`src/rtl/square_wave_sync_detector_top_defines.svh`:
```
// ----------------------------------------------------------------------------
// Square-wave sync detector: assertion macros
// Shared concurrent-assertion forms, clocked on aclk, held off in reset.
// ----------------------------------------------------------------------------
`ifndef SQUARE_WAVE_SYNC_DETECTOR_TOP_DEFINES_SVH
`define SQUARE_WAVE_SYNC_DETECTOR_TOP_DEFINES_SVH

// same-cycle implication
`define SWSD_ASSERT_NOW(label, cond, conseq, msg) \
    label: assert property (@(posedge aclk) disable iff (!aresetn) \
        (cond) |-> (conseq)) else $error(msg);

// next-cycle implication
`define SWSD_ASSERT_NEXT(label, cond, conseq, msg) \
    label: assert property (@(posedge aclk) disable iff (!aresetn) \
        (cond) |=> (conseq)) else $error(msg);

`endif

```
`src/rtl/swsd_pkg.sv`:
```
// ----------------------------------------------------------------------------
// swsd_pkg
// Types and constants shared by the square-wave sync detector modules.
// ----------------------------------------------------------------------------
package swsd_pkg;

    localparam int BUFFER_SAMPLES = 128;

    localparam int SAMPLE_W  = 12;
    localparam int PHASE_W   = 32;
    localparam int STEP_W    = PHASE_W - 1;
    localparam int OFFSET_W  = 39;
    localparam int LIMIT_W   = $clog2(BUFFER_SAMPLES / 2);
    localparam int LIMIT_LSB = PHASE_W - LIMIT_W;
    localparam int SUM_W     = 21;
    localparam int COUNT_W   = 8;
    localparam int AVG_W     = 29;

    // divider: |sum| * 1024 / count, then * 64
    localparam int PRESCALE_SH = 10;
    localparam int FRAC_SH     = 6;
    localparam int DIVIDEND_W  = SUM_W + PRESCALE_SH;
    localparam int QUOT_W      = AVG_W - FRAC_SH;
    localparam int DIV_STEPS   = DIVIDEND_W;
    localparam int DSTEP_W     = $clog2(DIV_STEPS);

    localparam int S_TDATA_W = 48;
    localparam int M_TDATA_W = 72;
    localparam int S_PAD_W   = S_TDATA_W - SAMPLE_W - PHASE_W;
    localparam int M_PAD_W   = M_TDATA_W - 2 * AVG_W - COUNT_W;

    localparam logic [PHASE_W-1:0] TX_STEP_RESET = 32'd67108864;

    typedef enum logic [1:0] {
        ST_ACCUM,
        ST_LOAD,
        ST_DIV,
        ST_HOLD
    } swsd_state_t;

    typedef struct packed {
        logic accum;
        logic div_load;
        logic div_step;
        logic out_load;
    } swsd_cmd_t;

endpackage

```
`src/rtl/swsd_ctrl.sv`:
```
// ----------------------------------------------------------------------------
// swsd_ctrl
// Sequencer: accumulate, load divider, run divider steps, hand off result.
// ----------------------------------------------------------------------------
`include "square_wave_sync_detector_top_defines.svh"

module swsd_ctrl (
    input  logic               aclk,
    input  logic               aresetn,
    input  logic               s_tvalid,
    input  logic               s_tlast,
    output logic               s_tready,
    input  logic               m_tready,
    output logic               m_tvalid,
    output swsd_pkg::swsd_cmd_t cmd
);
    import swsd_pkg::*;

    swsd_state_t            state_reg, state_next;
    logic [DSTEP_W-1:0]     step_cnt_reg, step_cnt_next;
    logic                   out_valid_reg, out_valid_next;

    always_ff @(posedge aclk) begin
        if (!aresetn) begin
            state_reg     <= ST_ACCUM;
            step_cnt_reg  <= '0;
            out_valid_reg <= 1'b0;
        end else begin
            state_reg     <= state_next;
            step_cnt_reg  <= step_cnt_next;
            out_valid_reg <= out_valid_next;
        end
    end

    always_comb begin
        state_next = state_reg;
        case (state_reg)
            ST_ACCUM: begin
                if (cmd.accum && s_tlast) state_next = ST_LOAD;
            end
            ST_LOAD: state_next = ST_DIV;
            ST_DIV: begin
                if (step_cnt_reg == DSTEP_W'(DIV_STEPS - 1)) state_next = ST_HOLD;
            end
            ST_HOLD: begin
                if (cmd.out_load) state_next = ST_ACCUM;
            end
            default: state_next = ST_ACCUM;
        endcase
    end

    always_comb begin
        s_tready     = (state_reg == ST_ACCUM);
        cmd.accum    = s_tvalid && (state_reg == ST_ACCUM);
        cmd.div_load = (state_reg == ST_LOAD);
        cmd.div_step = (state_reg == ST_DIV);
        cmd.out_load = (state_reg == ST_HOLD) && (!out_valid_reg || m_tready);

        step_cnt_next = step_cnt_reg;
        if (cmd.div_load) begin
            step_cnt_next = '0;
        end else if (cmd.div_step) begin
            step_cnt_next = step_cnt_reg + DSTEP_W'(1);
        end

        out_valid_next = out_valid_reg;
        if (cmd.out_load) begin
            out_valid_next = 1'b1;
        end else if (m_tready) begin
            out_valid_next = 1'b0;
        end
    end

    assign m_tvalid = out_valid_reg;

    `SWSD_ASSERT_NEXT(a_last_starts_div, cmd.accum && s_tlast, state_reg == ST_LOAD,
        "last item did not start the divider")
    `SWSD_ASSERT_NOW(a_step_range, state_reg == ST_DIV, step_cnt_reg < DSTEP_W'(DIV_STEPS),
        "divider step count out of range")
    `SWSD_ASSERT_NEXT(a_div_ends, state_reg == ST_DIV && step_cnt_reg == DSTEP_W'(DIV_STEPS - 1),
        state_reg == ST_HOLD, "divider did not finish after its last step")
    `SWSD_ASSERT_NEXT(a_out_load_valid, cmd.out_load, m_tvalid && s_tready,
        "result load did not raise valid and reopen input")

endmodule

```
`src/rtl/swsd_div.sv`:
```
// ----------------------------------------------------------------------------
// swsd_div
// Restoring divider, one quotient bit per cycle while step high, signed 13.16.
// ----------------------------------------------------------------------------
module swsd_div (
    input  logic                                aclk,
    input  logic                                load,
    input  logic                                step,
    input  logic [swsd_pkg::DIVIDEND_W-1:0]     dividend,
    input  logic                                negative,
    input  logic [swsd_pkg::COUNT_W-1:0]        divisor,
    output logic signed [swsd_pkg::AVG_W-1:0]   avg
);
    import swsd_pkg::*;

    logic [DIVIDEND_W-1:0] quo_reg, quo_next;
    logic [COUNT_W-1:0]    rem_reg, rem_next;
    logic [COUNT_W-1:0]    div_reg;
    logic                  neg_reg;
    logic [COUNT_W:0]      trial;
    logic                  fits;
    logic [QUOT_W-1:0]     q_mag;
    logic [QUOT_W-1:0]     q_signed;

    always_comb begin
        trial    = {rem_reg, quo_reg[DIVIDEND_W-1]};
        fits     = (trial >= {1'b0, div_reg});
        rem_next = fits ? COUNT_W'(trial - {1'b0, div_reg}) : trial[COUNT_W-1:0];
        quo_next = {quo_reg[DIVIDEND_W-2:0], fits};
        q_mag    = quo_reg[QUOT_W-1:0];
        q_signed = neg_reg ? (QUOT_W'(0) - q_mag) : q_mag;
        avg      = {q_signed, FRAC_SH'(0)};
    end

    always_ff @(posedge aclk) begin
        if (load) begin
            quo_reg <= dividend;
            rem_reg <= '0;
            div_reg <= divisor;
            neg_reg <= negative;
        end else if (step) begin
            quo_reg <= quo_next;
            rem_reg <= rem_next;
        end
    end

endmodule

```
`src/rtl/swsd_dp.sv`:
```
// ----------------------------------------------------------------------------
// swsd_dp
// Phase accumulator, quadrant sums, divider pair and result register.
// ----------------------------------------------------------------------------
module swsd_dp (
    input  logic                                aclk,
    input  logic                                aresetn,
    input  swsd_pkg::swsd_cmd_t                 cmd,
    input  logic                                cfg_we,
    input  logic [swsd_pkg::PHASE_W-1:0]        cfg_wdata,
    input  logic [swsd_pkg::SAMPLE_W-1:0]       sample,
    input  logic [swsd_pkg::PHASE_W-1:0]        start_phase,
    input  logic                                first,
    output logic [swsd_pkg::M_TDATA_W-1:0]      m_tdata,
    output logic                                m_tuser
);
    import swsd_pkg::*;

    logic [PHASE_W-1:0]       tx_reg;
    logic [PHASE_W-1:0]       phase_reg, phase_next;
    logic [OFFSET_W-1:0]      offset_reg, offset_next;
    logic [LIMIT_W-1:0]       limit_reg;
    logic [STEP_W-1:0]        step_reg;
    logic signed [SUM_W-1:0]  sum_i_reg, sum_i_next;
    logic signed [SUM_W-1:0]  sum_q_reg, sum_q_next;
    logic [COUNT_W-1:0]       count_reg, count_next;

    logic [PHASE_W-1:0]       eff_phase;
    logic [STEP_W-1:0]        eff_step;
    logic [LIMIT_W-1:0]       eff_limit;
    logic [OFFSET_W-1:0]      eff_offset;
    logic [COUNT_W-1:0]       eff_count;
    logic signed [SUM_W-1:0]  eff_i, eff_q;
    logic signed [SUM_W-1:0]  s_ext;
    logic                     take;
    logic                     neg_i, neg_q;

    logic [SUM_W-1:0]         abs_i, abs_q;
    logic signed [AVG_W-1:0]  avg_i, avg_q;
    logic [COUNT_W-1:0]       div_cnt_reg;

    logic signed [AVG_W-1:0]  out_i_reg, out_q_reg;
    logic [COUNT_W-1:0]       out_cnt_reg;
    logic                     out_nfp_reg;

    always_comb begin
        eff_phase  = first ? start_phase + {2'b00, tx_reg[PHASE_W-1:2]} : phase_reg;
        eff_step   = first ? tx_reg[PHASE_W-1:1] : step_reg;
        eff_limit  = first ? tx_reg[PHASE_W-1:LIMIT_LSB] : limit_reg;
        eff_offset = first ? '0 : offset_reg;
        eff_count  = first ? '0 : count_reg;
        eff_i      = first ? '0 : sum_i_reg;
        eff_q      = first ? '0 : sum_q_reg;

        take  = (eff_count < COUNT_W'(BUFFER_SAMPLES))
             && (eff_offset[OFFSET_W-1:PHASE_W] < (OFFSET_W-PHASE_W)'(eff_limit));
        s_ext = $signed({(SUM_W-SAMPLE_W)'(0), sample});
        neg_i = eff_phase[PHASE_W-1] ^ eff_phase[PHASE_W-2];
        neg_q = eff_phase[PHASE_W-1];

        sum_i_next  = eff_i;
        sum_q_next  = eff_q;
        phase_next  = eff_phase;
        offset_next = eff_offset;
        count_next  = eff_count;
        if (take) begin
            sum_i_next  = neg_i ? eff_i - s_ext : eff_i + s_ext;
            sum_q_next  = neg_q ? eff_q - s_ext : eff_q + s_ext;
            phase_next  = eff_phase + {1'b0, eff_step};
            offset_next = eff_offset + OFFSET_W'(eff_step);
            count_next  = eff_count + COUNT_W'(1);
        end
    end

    always_ff @(posedge aclk) begin
        if (!aresetn) begin
            tx_reg     <= TX_STEP_RESET;
            phase_reg  <= '0;
            offset_reg <= '0;
            limit_reg  <= '0;
            step_reg   <= '0;
            sum_i_reg  <= '0;
            sum_q_reg  <= '0;
            count_reg  <= '0;
        end else begin
            if (cfg_we) begin
                tx_reg <= cfg_wdata;
            end
            if (cmd.accum) begin
                phase_reg  <= phase_next;
                offset_reg <= offset_next;
                limit_reg  <= eff_limit;
                step_reg   <= eff_step;
                sum_i_reg  <= sum_i_next;
                sum_q_reg  <= sum_q_next;
                count_reg  <= count_next;
            end
        end
    end

    assign abs_i = sum_i_reg[SUM_W-1] ? SUM_W'(0) - sum_i_reg : sum_i_reg;
    assign abs_q = sum_q_reg[SUM_W-1] ? SUM_W'(0) - sum_q_reg : sum_q_reg;

    swsd_div u_div_i (
        .aclk     (aclk),
        .load     (cmd.div_load),
        .step     (cmd.div_step),
        .dividend ({abs_i, PRESCALE_SH'(0)}),
        .negative (sum_i_reg[SUM_W-1]),
        .divisor  (count_reg),
        .avg      (avg_i)
    );

    swsd_div u_div_q (
        .aclk     (aclk),
        .load     (cmd.div_load),
        .step     (cmd.div_step),
        .dividend ({abs_q, PRESCALE_SH'(0)}),
        .negative (sum_q_reg[SUM_W-1]),
        .divisor  (count_reg),
        .avg      (avg_q)
    );

    always_ff @(posedge aclk) begin
        if (cmd.div_load) begin
            div_cnt_reg <= count_reg;
        end
        if (cmd.out_load) begin
            out_i_reg   <= (div_cnt_reg == '0) ? '0 : avg_i;
            out_q_reg   <= (div_cnt_reg == '0) ? '0 : avg_q;
            out_cnt_reg <= div_cnt_reg;
            out_nfp_reg <= (div_cnt_reg == '0);
        end
    end

    assign m_tdata = {M_PAD_W'(0), out_cnt_reg, out_q_reg, out_i_reg};
    assign m_tuser = out_nfp_reg;

endmodule

```
`src/rtl/square_wave_sync_detector_top.sv`:
```
// ----------------------------------------------------------------------------
// square_wave_sync_detector_top
// Quadrature square-wave synchronous detector over one ADC buffer.
// ----------------------------------------------------------------------------
// Usage:
//   s_ channel carries one ADC sample per item; tuser marks the first item of
//   a buffer (restarts phase and sums, reads start_phase), tlast the last.
//   m_ channel returns one item per buffer: both averages in signed 13.16,
//   the used sample count, and tuser set when no full period fit.
//   cfg_we/cfg_wdata write tx_phase_step; it takes effect at the next first.
// Throughput: one sample item per cycle while a buffer streams in.
// Result: the last item is followed by a divider load and 31 divider steps
//   (one quotient bit per cycle per sum, restoring divider pair); the result
//   is then written to the output register, which drives m_tvalid. s_tready
//   stays low over that time and returns together with m_tvalid.
// Stall: the result sits in an output register; while the receiver holds
//   m_tready low, input reopens as soon as the register is loaded, and a
//   later result waits in the divider until the register is free.
// Reset: aresetn (sync, low) clears state and sums; tx_phase_step = 2^26.
// ----------------------------------------------------------------------------
module square_wave_sync_detector_top (
    input  logic                               aclk,
    input  logic                               aresetn,
    input  logic                               cfg_we,
    input  logic [swsd_pkg::PHASE_W-1:0]       cfg_wdata,
    input  logic                               s_tvalid,
    output logic                               s_tready,
    input  logic [swsd_pkg::S_TDATA_W-1:0]     s_tdata,  // sample[11:0], start_phase[43:12]
    input  logic                               s_tuser,  // first
    input  logic                               s_tlast,  // last
    output logic                               m_tvalid,
    input  logic                               m_tready,
    output logic [swsd_pkg::M_TDATA_W-1:0]     m_tdata,  // in_phase_avg[28:0],
                                                         // quadrature_avg[57:29],
                                                         // used_count[65:58]
    output logic                               m_tuser   // no_full_period
);
    import swsd_pkg::*;

    swsd_cmd_t cmd;

    swsd_ctrl u_ctrl (
        .aclk     (aclk),
        .aresetn  (aresetn),
        .s_tvalid (s_tvalid),
        .s_tlast  (s_tlast),
        .s_tready (s_tready),
        .m_tready (m_tready),
        .m_tvalid (m_tvalid),
        .cmd      (cmd)
    );

    swsd_dp u_dp (
        .aclk        (aclk),
        .aresetn     (aresetn),
        .cmd         (cmd),
        .cfg_we      (cfg_we),
        .cfg_wdata   (cfg_wdata),
        .sample      (s_tdata[SAMPLE_W-1:0]),
        .start_phase (s_tdata[SAMPLE_W+PHASE_W-1:SAMPLE_W]),
        .first       (s_tuser),
        .m_tdata     (m_tdata),
        .m_tuser     (m_tuser)
    );

endmodule
```
`config.mk`:
```
export PLATFORM = sky130hd
export DESIGN_NAME = square_wave_sync_detector_top
export DESIGN_NICKNAME = d
export VERILOG_FILES = /design/src/rtl/swsd_pkg.sv /design/src/rtl/swsd_ctrl.sv /design/src/rtl/swsd_div.sv /design/src/rtl/swsd_dp.sv /design/src/rtl/square_wave_sync_detector_top.sv
export VERILOG_INCLUDE_DIRS = /design/src /design/src/rtl
export SDC_FILE = /design/constraint.sdc
export NUM_CORES = 1
export LEC_CHECK = 0
export ABC_CLOCK_PERIOD_IN_PS = 7500
export BUFFER_PORTS_ARGS = -buffer_cell sky130_fd_sc_hd__buf_2
export CAP_MARGIN = 40
export CORE_MARGIN = 3
export CORE_UTILIZATION = 26
export CTS_BUF_LIST = sky130_fd_sc_hd__clkbuf_8 sky130_fd_sc_hd__clkbuf_16
export DETAILED_ROUTE_END_ITERATION = 8
export GPL_ROUTABILITY_DRIVEN = 1
export GPL_TIMING_DRIVEN = 0
export SLEW_MARGIN = 20
export SYNTH_ARGS = -nofsm -noshare
export SYNTH_HDL_FRONTEND = slang
export SYNTH_SLANG_ARGS = --single-unit
```
`constraint.sdc`:
```
create_clock -name aclk -period 7.5 [get_ports aclk]
set_clock_uncertainty 0.2 [all_clocks]
set_input_delay 0.375 -clock aclk [delete_from_list [all_inputs] [get_ports aclk]]
set_output_delay 0.375 -clock aclk [all_outputs]
set_load 0.005 [all_outputs]
```
After elaboration in Yosys (flattened, before gate mapping)
Index checks and enable logic that the tools add are counted.

Eq/ne operators: 7. Reductions and logical operators: 12. Multiplexer cells: 30. Bitwise gates (word level): 2. Add/subtract/negate cells: 15. $lt $le $gt $ge: 4.

Operators with widths (count): $mux 21 (8); $mux 31 (5); $mux 39 (2); $mux 32 (2); $mux 23 (2); $sub 1x23->23 const A (2); $add 21x13->21 (2); $sub 1x21->21 const A (2); $sub 21x13->21 (2); $add 39x31->39 (1); $add 32x30->32 (1); $add 32x31->32 (1); $mux 8 (4); $ge 9x8->1 (2); $sub 8x8->8 (2); $add 8x1->8 const B (1); $logic_not 8->1 (1); $lt 8x8->1 const B (1); $pmux 2 s4 (1); $lt 7x6->1 (1); $mux 2 (3); $mux 6 (1); $add 5x1->5 const B (1); $eq 5x5->1 const B (1); other kinds (14) (21).

Logic and storage cells: 96. Bits of input ports: 87. Register bits: 353. Output and inout port bits: 75.

Longest topological paths before layout
Gate-level depths: netlist (run 1).

Depth in word-level cells: 5. Mapped depth: 26. Depth with buffers taken out: 24.

By module
A second synthesis (run 1) with hierarchy kept.

Cells, all modules: 2765. Area, all modules: 24699.9 um^2.

By module, submodules not included: swsd_dp (seq. area each 6035.8 um^2, cells an instance 2201, area an instance 18469.0 um^2, instances 1); swsd_div (seq. area each 1361.3 um^2, cells an instance 259, area an instance 2901.5 um^2, instances 2); swsd_ctrl (seq. area each 160.2 um^2, cells an instance 46, area an instance 427.9 um^2, instances 1).

Worst setup path after synthesis (run 1)
OpenSTA, ideal clock, no wires.

Path kind: input port to flip-flop. From: input s_tdata[16] (netlist name). To: register u_dp.sum_q_reg[20]. Path slack: 1912 ps. Data arrival time: 5317 ps. Path buffers: 2. Stages on the path: 23. Required time: 7230 ps. Setup time: 70 ps. Path through: ha_1 > a2111o_1 > a21oi_2 > o31a_1 > o21ai_1 > nor4b_1 > o2111a_1 > nor3_4 > buf_2 > buf_2 > mux2i_1 > fa_1 > a211oi_1 > o21ai_1 > a211oi_1 > o21bai_1 > a21oi_1 > o21ai_1 > and4_1 > o31a_1 > xnor2_1 > a211o_1 > a21oi_1.

Cells in the longest elaborated chain, start to end: 4.

RTL lines: from (decl) (RTL line square_wave_sync_detector_top.sv:28) `input logic [swsd_pkg::S_TDATA_W-1:0] s_tdata,`; $add 32x30->32 (RTL line swsd_dp.sv:47) `eff_phase = first ? start_phase + {2'b00, tx_reg[PHASE_W-1:2]} : phase_reg;`; $mux 32 (RTL line swsd_dp.sv:47); $mux 21 (RTL line swsd_dp.sv:68) `sum_q_next = neg_q ? eff_q - s_ext : eff_q + s_ext;`; $mux 21 (RTL line swsd_dp.sv:66) `if (take) begin`; to (signal assigned) (RTL line swsd_dp.sv:95) `sum_q_reg <= sum_q_next;`; to (decl) (RTL line swsd_dp.sv:25) `logic signed [SUM_W-1:0] sum_q_reg, sum_q_next;`.

No other way between the ends. A chain may end at the register's enable or synchronous reset.

Worst setup path in the final report (run 1)
From: register u_dp.tx_reg[7]. To: register u_dp.sum_q_reg[20].

Cells in the longest elaborated chain, start to end: 4.

RTL lines: from (decl) (RTL line swsd_dp.sv:19) `logic [PHASE_W-1:0] tx_reg;`; from (signal assigned) (RTL line swsd_dp.sv:87) `tx_reg <= cfg_wdata;`; $add 32x30->32 (RTL line swsd_dp.sv:47); $mux 32 (RTL line swsd_dp.sv:47); $mux 21 (RTL line swsd_dp.sv:68); $mux 21 (RTL line swsd_dp.sv:66).

No other way between the ends.

==> results of run 1 <==
[cell families (layout without fill, tap and decap cells)]
| kind of cell | after synthesis | after routing | share of synthesized area |
|---|---|---|---|
| and+or+nand+nor | 905 | 905 | 0.182 |
| AOI/OAI and AO/OA | 696 | 696 | 0.199 |
| DFF | 340 | 340 | 0.343 |
| xor gates and xnor gates | 220 | 220 | 0.0841 |
| buffers and inverters | 209 | 460 | 0.0379 |
| adders and majority gates | 172 | 172 | 0.0959 |
| muxes | 128 | 128 | 0.0588 |
| other | 1 | 22 | 0.000163 |
[cell usage in the layout, fill, tap and decap left out, types with 9 or more instances in the layout]
cell type / Yosys / routed
conb_1: 1 / 18
or3_1: 20 / 20
a21boi_0: 9 / 9
nand3_1: 57 / 57
nor2b_1: 103 / 102
buf_1: 17 / 18
and2_1: 9 / 9
mux2_2: 57 / 57
clkbuf_16: 0 / 41
mux2i_1: 71 / 71
nor3_1: 37 / 37
o211ai_1: 10 / 10
a31oi_1: 24 / 24
dlygate4sd3_1: 0 / 32
or4_1: 9 / 9
clkbuf_1: 105 / 105
o31ai_1: 31 / 31
xor2_1: 99 / 99
and3_1: 14 / 14
a21o_1: 66 / 66
a21oi_1: 199 / 199
ha_1: 165 / 164
nand2b_1: 36 / 36
o21a_1: 18 / 18
a211oi_1: 41 / 41
nand2_1: 303 / 303
nor2_1: 264 / 264
buf_4: 19 / 19
o21bai_1: 17 / 17
xnor2_1: 120 / 120
o21ai_0: 147 / 147
o31a_1: 9 / 9
dfxtp_1: 233 / 233
edfxtp_1: 107 / 107
nand4_1: 25 / 25
inv_1: 59 / 69
buf_2: 7 / 143
a211o_1: 11 / 11
a22o_1: 37 / 37
[metal layers]
layer  global-route usage  vias to the layer above  share of wire
met4               0.0410                        2          0.025
met1                0.214                     9365           0.48
met3               0.0247                      100          0.065
li1                     -                    10016              -
met5                    0                        -        0.00014
met2                0.237                      542           0.43
[what timing repair did]
action / in CTS / in global routing
hold endpoints to repair: 32 / 0
setup endpoints to repair: 0 / 0
hold buffers: 32 / 0
[per-stage QoR]
step | util | cell area [sq um] | hold slack (ns) | instances
finish | 0.309 | 27000 | 0.0966 | 4098
CTS | 0.309 | 26900 | 0.106 | 4093
global placement | 0.288 | 25200 | 0.229 | 3978
detailed placement | 0.290 | 25300 | 0.240 | 3989
floorplan | - | 23100 | 0.217 | 2688
global route | 0.309 | 27000 | 0.147 | 4095
[worst min-delay path, cell delays in order]
cell,delay [ns]
clkbuf_1,0.20
mux2i_1,0.17
nor2_1,0.07
[worst max path at each step]
stage / start / end / slack [ns]
finish: u_dp.tx_reg[7] / u_dp.sum_q_reg[20] / 0.45
floorplan: s_tdata[16] / u_dp.sum_q_reg[20] / 1.91
global route: u_dp.tx_reg[7] / u_dp.sum_q_reg[20] / 0.05
CTS: u_dp.tx_reg[7] / u_dp.sum_q_reg[20] / 0.46
detailed placement: s_tdata[17] / u_dp.sum_q_reg[20] / 0.40
global placement: s_tdata[17] / u_dp.sum_q_reg[20] / 0.39
[cell type report]
cell class	instances	area, sq um
Fill cell	9350	60300
Antenna cell	4	10.0
Sequential cell	340	7880
Clock buffer	46	1090
Timing Repair Buffer	179	1130
Multi-Input combinational cell	2139	14300
Inverter	60	225
Clock inverter	26	210
Buffer	149	647
Tap cell	1155	1450
[power breakdown]
part | total [mW] | internal (mW) | switching [mW]
combinational | 3.38 | 1.32 | 2.05
sequential | 2.77 | 2.40 | 0.368
clock | 1.98 | 1.15 | 0.833
total | 8.12 | 4.87 | 3.25
==> results.cfg, run 1 <==
[run_status]
status = completed

[synth]
yosysWarnings = 0
ys_ff_latch = 340
yosysTopAreaCellShare = 0.203
yosysTopAreaCell = dfxtp_1
netlist_area_sq_mm = 0.0230
syn_inst = 2671
synth_cell_types = 85
synthArstFlopShare = 0
avgSynthCellArea_sq_um = 8.61
yosysMostFrequentCell = nand2_1
yosys_most_used_dff = dfxtp_1
synthTopCellsByArea = dfxtp_1 (20%), edfxtp_1 (14%), ha_1 (9.0%)
synth_common_cells = nand2_1 (303), nor2_1 (264), dfxtp_1 (233), a21oi_1 (199), ha_1 (165)
ys_seq_area_frac = 0.343
synth_edf_count = 107

[global_route]
grt_overflow = 0
grt_pass1_wl_um = 109000
antenna_found_initial = 10
grt_start_max_net_pins = 34
grt_pass1_vias = 18964
grt_usage = 0.151

[setup_path]
cp_slowest_cell = nor4b_1
cp_cell_sequence = ha_1 > o21a_1 > o211ai_1 > o31a_1 > o21ai_1 > nor4b_1 > nor3_1 > nor3_4 > buf_2 > buf_2 > mux2i_1 > fa_1 > a211oi_1 > o21ai_1 > a211oi_1 > o21bai_1 > a21oi_1 > o21ai_1 > and4_1 > o31a_1 > xnor2_1 > a211o_1 > a21oi_1
crit_fanout = 10
cp.arrival_ns = 7.31
reg2reg_slack_ns = 0.45
cpMostUsedCell = o21ai_1
start_kind = register
r2r-start = u_dp.tx_reg[7]
path_buf_inv = 2
slowest_delay_ns = 0.53
r2r_cells = 23
critPathRequiredTime_ns = 7.76
endpoint_kind = register
r2r_end = u_dp.sum_q_reg[20]
crit_family = compound AO/OA/AOI/OAI gates
path_depth = 23
crit_type = register to register

[cells_and_area]
largest_reg_flops = 39
area_delta_synth_final_pct = 17.2
drive_gt1_frac = 0.109
fin_nets = 3168

[drt]
drt-total-wl_um = 70600
wl_per_cell_um = 17.2
drtIter0Drc = 1510
vias = 20025
post-route-drc-count = 0
drt.antenna.violating_nets = 0
drtPass1Iterations = 5
viasPerCell = 4.89

[pwr]
leakage_nw = 11.3
p_per_area_mw_per_mm2 = 301
totalPowerFinal_mw = 8.12
ir_drop_mv = 0.189

[timing]
final.setup.tns_ns = 0
finalHoldViolCount = 0
fin_ws_ns = 0.455
setup_violations = 0
worst_pin_slew_ns = 0.932
min_period_over_period = 0.939
rsz0062_at_grt = false
timing.final.max_slew_violations = 0
slew_headroom = 0.379
period_needed_ns = 7.05
max_freq_mhz = 142

[floorplanning]
initial_core_util = 0.263
num_rows = 108
io_pins = 162
die_w_um = 303
dieArea_sq_mm = 0.0921
die_h_um = 303
core_sq_mm = 0.0873

[placed_design]
portBuffers = 135
finalWeightedCongestion = 0.922
hpwl_um = 54500
place_ws_ns = 0.397

[clock_network]
cts.sinks = 340
cts-root-buf = clkbuf_16
clock_path_buffers = 3
post_cts_buffers = 0
numCtsBuffers = 40
postCtsResizedCells = 0
clock_latency_ns = 0.57
h-tree-depth = 2
cts_tree = yes
path_clk_slew_ns = 0.06

[run]
maxCapViolCount = 0

[min_path]
hold_start = cfg_we
whs_path_depth = 3
hold_path.class = primary input to register
holdPathEnd = u_dp.tx_reg[31]
No activity file was read; power rests on OpenSTA's default activity.
==> inputs of run 2 (changes only) <==
--- a/config.mk
+++ b/config.mk
@@ -9,6 +9,7 @@
 export ABC_CLOCK_PERIOD_IN_PS = 7500
 export BUFFER_PORTS_ARGS = -buffer_cell sky130_fd_sc_hd__buf_2
 export CAP_MARGIN = 40
+export CORE_ASPECT_RATIO = 0.8
 export CORE_MARGIN = 3
 export CORE_UTILIZATION = 26
 export CTS_BUF_LIST = sky130_fd_sc_hd__clkbuf_8 sky130_fd_sc_hd__clkbuf_16
==> run 2 against run 1 <==
- global-route usage shrank 0.18 points
- sequential power about the same
- flip-flop and latch count did not move
- die area barely moved
- critical path type unchanged
- critical endpoint unchanged
- first-iteration DRC count is 12% higher
- total power is 0.97% higher
- routed wire length increased by 0.45%
- design area up 0.44%
==> results.cfg, run 2 (synthesis results as in run 1) <==
[clock_network]
cts_tree = yes
clock_path_buffers = 3
cts-root-buf = clkbuf_16
numCtsBuffers = 43
h-tree-depth = 2
post_cts_buffers = 0
cts.sinks = 340
path_clk_slew_ns = 0.07
clock_latency_ns = 0.59

[drt]
viasPerCell = 4.87
drt-total-wl_um = 70900
drtIter0Drc = 1686
post-route-drc-count = 0
wl_per_cell_um = 17.2
vias = 20064
drtPass1Iterations = 5
drt.antenna.violating_nets = 0

[setup_path]
path_buf_inv = 2
cpMostUsedCell = o21ai_1
cp_cell_sequence = ha_1 > a2111oi_0 > o21ai_0 > a32oi_1 > o21ai_1 > nor4b_1 > o2111a_1 > nor3_4 > buf_2 > buf_2 > mux2i_1 > fa_1 > a211oi_1 > o21ai_1 > a211oi_1 > o21bai_1 > a21oi_1 > o21ai_1 > and4_1 > o31a_1 > xnor2_1 > o211ai_1 > a21oi_1
critPathRequiredTime_ns = 7.81
r2r_cells = 23
slowest_delay_ns = 0.52
start_kind = register
r2r-start = u_dp.tx_reg[18]
crit_family = compound AO/OA/AOI/OAI gates
crit_type = register to register
endpoint_kind = register
r2r_end = u_dp.sum_q_reg[20]
cp_slowest_cell = fa_1
crit_fanout = 10
cp.arrival_ns = 7.34
reg2reg_slack_ns = 0.47

[timing]
worst_pin_slew_ns = 0.931
max_freq_mhz = 142
slew_headroom = 0.379
setup_violations = 0
min_period_over_period = 0.937
period_needed_ns = 7.03
rsz0062_at_grt = false
timing.final.max_slew_violations = 0
finalHoldViolCount = 0
final.setup.tns_ns = 0

[placed_design]
placed_cells = 4006
dpl_cell_area_sq_mm = 0.0253
hpwl_um = 54700
portBuffers = 135
finalWeightedCongestion = 0.907

[cells_and_area]
mostFrequentLayoutCell = nand2_1
fin_nets = 3170
largest_reg_flops = 39
drive_gt1_frac = 0.111
final_core_util = 0.312
final_cell_area_sq_mm = 0.0271
layoutNonFillerInstCount = 4120
fill_cells = 9231
area_delta_synth_final_pct = 17.8
mostFrequentLayoutCells = nand2_1 (303), nor2_1 (264), dfxtp_1 (233)

[pwr]
p_switching_mw = 3.29
ir_drop_mv = 0.166
p_int_mw = 4.91
p_seq_frac = 0.337
combPwrFrac = 0.415
power_frac_clock = 0.248
leakage_nw = 11.3
swShare = 0.401
p_per_area_mw_per_mm2 = 303

[global_route]
grt_pass1_wl_um = 110000
grt_usage = 0.149
antenna_found_initial = 7
grt_start_max_net_pins = 26
grt_pass1_vias = 18959
grt_overflow = 0

[floorplanning]
die_h_um = 272
io_pins = 162
initial_core_util = 0.265
dieArea_sq_mm = 0.0921
num_rows = 96
core_sq_mm = 0.0867
die_w_um = 339

[min_path]
hold_start = cfg_we
hold_path.class = primary input to register
holdPathEnd = u_dp.tx_reg[31]
whs_path_depth = 3

[run_status]
status = completed

[run]
maxCapViolCount = 0
[run 2: cell count changes in the layout (fill, tap and decap cells not counted), sizes merged]
cell / change
buf: -1
inv: -3
clkinvlp: -4
diode: -1
bufinv: -2
clkbuf: +5
clkinv: +7
[run 2: final cells by class]
cell class / count / area [sq um] / area share
well taps: 1176 / 1470 / 0.0543
flip-flops and latches: 340 / 7880 / 0.291
clock inverters: 24 / 186 / 0.00688
plain buffers: 149 / 647 / 0.0239
diodes: 3 / 7.51 / 0.000277
repair buffers: 178 / 1140 / 0.0423
multi-input cells: 2139 / 14300 / 0.529
inverters: 60 / 225 / 0.00832
clock buffers: 51 / 1200 / 0.0442
[run 2: worst max path at each step]
stage	from	to	slack, ns	depth (start not counted)
3_3_place_gp	s_tdata[28]	u_dp.sum_q_reg[20]	0.29	24
5_1_grt	u_dp.tx_reg[8]	u_dp.sum_q_reg[20]	0.11	23
4_1_cts	u_dp.tx_reg[6]	u_dp.sum_q_reg[20]	0.51	23
2_1_floorplan	s_tdata[16]	u_dp.sum_q_reg[20]	1.91	23
3_5_place_dp	s_tdata[16]	u_dp.sum_q_reg[20]	0.40	24
6_report	u_dp.tx_reg[18]	u_dp.sum_q_reg[20]	0.47	23
[run 2: through the flow]
step	setup slack [ns]	hold slack (ns)	total power, mW
6_report	0.474	0.0593	8.20
5_1_grt	0.105	0.0697	8.77
4_1_cts	0.505	0.0274	8.23
3_5_place_dp	0.396	0.235	6.14
3_3_place_gp	0.290	0.228	6.08
2_1_floorplan	1.91	0.217	5.13
[run 2: power groups by stage]
stage               Clock (mW)  Sequential (mW)  Combinational (mW)
global route              2.16             2.81                3.79
detailed placement           0             2.79                3.35
finish                    2.04             2.76                3.40
global placement             0             2.80                3.28
floorplan                    0             2.65                2.47
CTS                       2.08             2.76                3.39
[run 2: worst reg2reg max path, cell delays in order (launching register included)]
cell and delay (ns):
dfxtp_1 0.34, ha_1 0.38, a2111oi_0 0.48, o21ai_0 0.17, a32oi_1 0.20, o21ai_1 0.21, nor4b_1 0.22, o2111a_1 0.35
nor3_4 0.26, buf_2 0.33, buf_2 0.28, mux2i_1 0.23, fa_1 0.52, a211oi_1 0.42, o21ai_1 0.19, a211oi_1 0.30
o21bai_1 0.13, a21oi_1 0.35, o21ai_1 0.13, and4_1 0.23, o31a_1 0.31, xnor2_1 0.36, o211ai_1 0.13, a21oi_1 0.20
[run 2: repair_timing]
item	in CTS	in global routing
setup endpoints to repair	0	0
hold buffers	32	0
gates resized for setup	0	0
endpoints found under the hold margin	32	0
[run 2: metal layers]
| layer | track usage | share of wire | up-vias |
|---|---|---|---|
| met4 | 0.0327 | 0.017 | 4 |
| met3 | 0.0276 | 0.073 | 81 |
| li1 | - | - | 10037 |
| met5 | 0 | 0.00038 | - |
| met2 | 0.232 | 0.43 | 584 |
| met1 | 0.214 | 0.48 | 9358 |
==> inputs of run 3 (changes only) <==
--- a/config.mk
+++ b/config.mk
@@ -7,7 +7,7 @@
 export NUM_CORES = 1
 export LEC_CHECK = 0
 export ABC_CLOCK_PERIOD_IN_PS = 7500
-export BUFFER_PORTS_ARGS = -buffer_cell sky130_fd_sc_hd__buf_2
+export BUFFER_PORTS_ARGS = -buffer_cell sky130_fd_sc_hd__buf_4
 export CAP_MARGIN = 40
 export CORE_ASPECT_RATIO = 0.8
 export CORE_MARGIN = 3
==> run 3 against run 2 <==
- die area unchanged
- design area increased by 1.5%
- maximum frequency is 1.5% lower
- critical endpoint unchanged
- routed wire length grew 0.32%
- flip-flop and latch count unchanged
- critical path depth did not move
==> results.cfg, run 3 (synthesis results as in run 1) <==
[run_status]
status = completed

[cells_and_area]
mostFrequentLayoutCells = nand2_1 (303), nor2_1 (264), dfxtp_1 (233)
fill_cells = 9198
fin_nets = 3173
largest_reg_flops = 39
drive_gt1_frac = 0.113
multi_input_area_sq_mm = 0.0143
mostFrequentLayoutCell = nand2_1
seqCellArea_sq_mm = 0.00788
area_delta_synth_final_pct = 19.5

[timing]
slew_headroom = 0.427
final.setup.tns_ns = 0
worst_pin_slew_ns = 0.859
hold_slack_ns = 0.0503
finalHoldViolCount = 0
timing.final.max_slew_violations = 0
rsz0062_at_grt = false
period_needed_ns = 7.13
min_period_over_period = 0.951
max_freq_mhz = 140
setup_violations = 0

[drt]
post-route-drc-count = 0
viasPerCell = 4.92
vias = 20331
drtPass1Iterations = 5
drtIter0Drc = 1478
drt.antenna.violating_nets = 0
wl_per_cell_um = 17.2
drt-total-wl_um = 71100

[setup_path]
crit_fanout = 10
endpoint_kind = register
cp_cell_sequence = ha_1 > a2111oi_1 > o21ai_0 > a32oi_1 > o21ai_2 > nor4b_2 > nor3_1 > nor3_4 > buf_2 > buf_2 > mux2i_1 > fa_1 > a211oi_1 > o21ai_1 > a211oi_1 > o21bai_1 > a21oi_1 > o21ai_1 > and4_1 > o31a_1 > xnor2_1 > o211ai_1 > a21oi_1
crit_family = compound AO/OA/AOI/OAI gates
r2r-start = u_dp.tx_reg[18]
r2r_end = u_dp.sum_q_reg[20]
crit_type = register to register
reg2reg_slack_ns = 0.37
start_kind = register
cp.arrival_ns = 7.39
slowest_delay_ns = 0.63
critPathRequiredTime_ns = 7.76
cp_slowest_cell = nor3_1
r2r_cells = 23
path_buf_inv = 2

[floorplanning]
num_rows = 96
core_sq_mm = 0.0867
initial_core_util = 0.265
io_pins = 162
die_w_um = 339
die_h_um = 272
dieArea_sq_mm = 0.0921

[global_route]
grt_overflow = 0
grt_pass1_vias = 18848
antenna_found_initial = 9
grt_pass1_wl_um = 110000
grt_usage = 0.149
grt_start_max_net_pins = 28

[placed_design]
hpwl_um = 54800
finalWeightedCongestion = 0.900
portBuffers = 135

[pwr]
p_switching_mw = 3.30
ir_drop_mv = 0.153
combPwrFrac = 0.415
swShare = 0.399
power_frac_clock = 0.251
p_int_mw = 4.97
p_per_area_mw_per_mm2 = 301
leakage_nw = 11.5
p_seq_frac = 0.334

[clock_network]
clock_path_buffers = 3
cts_tree = yes
clock_latency_ns = 0.59
cts-root-buf = clkbuf_16
numCtsBuffers = 43
path_clk_slew_ns = 0.06
cts.sinks = 340
h-tree-depth = 2

[run]
maxCapViolCount = 0

[min_path]
holdPathEnd = u_dp.tx_reg[31]
hold_path.class = primary input to register
whs_path_depth = 3
hold_start = cfg_we
[run 3: changes by cell type in the layout (fill, tap and decap cells not counted), moves of 2 or more]
cell / delta
buf_4: +135
buf_2: -134
buf_6: +4
clkinv_1: +4
clkbuf_8: -3
clkinv_2: +3
diode_2: +2
[run 3: how the worst max path moves through the flow]
| stage | startpoint | to | slack, ns | cells after the start |
|---|---|---|---|---|
| 6_report | u_dp.tx_reg[18] | u_dp.sum_q_reg[20] | 0.37 | 23 |
| 2_1_floorplan | s_tdata[16] | u_dp.sum_q_reg[20] | 1.91 | 23 |
| 5_1_grt | u_dp.tx_reg[18] | u_dp.sum_q_reg[20] | 0.04 | 23 |
| 3_5_place_dp | s_tdata[17] | u_dp.sum_q_reg[20] | 0.30 | 24 |
| 4_1_cts | u_dp.tx_reg[8] | u_dp.sum_q_reg[20] | 0.34 | 23 |
| 3_3_place_gp | s_tdata[28] | u_dp.sum_q_reg[20] | 0.27 | 24 |
[run 3: worst reg2reg max path, delay by kind of cell (launching register included)]
family                   cells  cell delay [ns]
AO/OA/AOI/OAI               13             3.23
AND/OR/NAND/NOR              4             1.19
adder cells (fa/ha/maj)      2             0.90
buffers and inverters        2             0.49
XOR/XNOR                     1             0.42
flip-flops                   1             0.34
multiplexers                 1             0.24
[run 3: repair_timing]
action | in CTS | in global routing
endpoints found under the setup margin | 0 | 1
endpoints found under the hold margin | 32 | 0
hold buffers | 32 | 0
resized for setup | 0 | 3
buffers inserted | 0 | 0
[run 3: cell type report]
type / count / area share
Antenna cell: 5 / 0.000455
Buffer: 149 / 0.0235
Clock buffer: 49 / 0.0430
Clock inverter: 30 / 0.00837
Inverter: 60 / 0.00819
Multi-Input combinational cell: 2139 / 0.521
Sequential cell: 340 / 0.287
Tap cell: 1176 / 0.0535
Timing Repair Buffer: 181 / 0.0550
[run 3: power groups by stage]
stage | clock network, mW | registers [mW] | logic [mW]
6_report | 2.07 | 2.76 | 3.44
5_1_grt | 2.19 | 2.81 | 3.83
4_1_cts | 2.12 | 2.76 | 3.41
3_5_place_dp | 0 | 2.80 | 3.38
3_3_place_gp | 0 | 2.81 | 3.30
2_1_floorplan | 0 | 2.65 | 2.47
[run 3: per-layer routing]
metal / GRT usage / share of wire
met1: 0.210 / 0.47
met3: 0.0301 / 0.074
met4: 0.0394 / 0.022
met5: 0.00469 / 0.0020
met2: 0.232 / 0.43
[run 3: stage by stage]
stage / worst slack [ns] / cell area [sq um] / util / instances / power [mW]
CTS: 0.337 / 27400 / 0.316 / 4118 / 8.30
global placement: 0.273 / 25500 / 0.295 / 3999 / 6.11
detailed placement: 0.303 / 25700 / 0.296 / 4007 / 6.17
floorplan: 1.91 / 23100 / - / 2688 / 5.13
finish: 0.366 / 27500 / 0.317 / 4129 / 8.27
global route: 0.0351 / 27500 / 0.317 / 4124 / 8.84
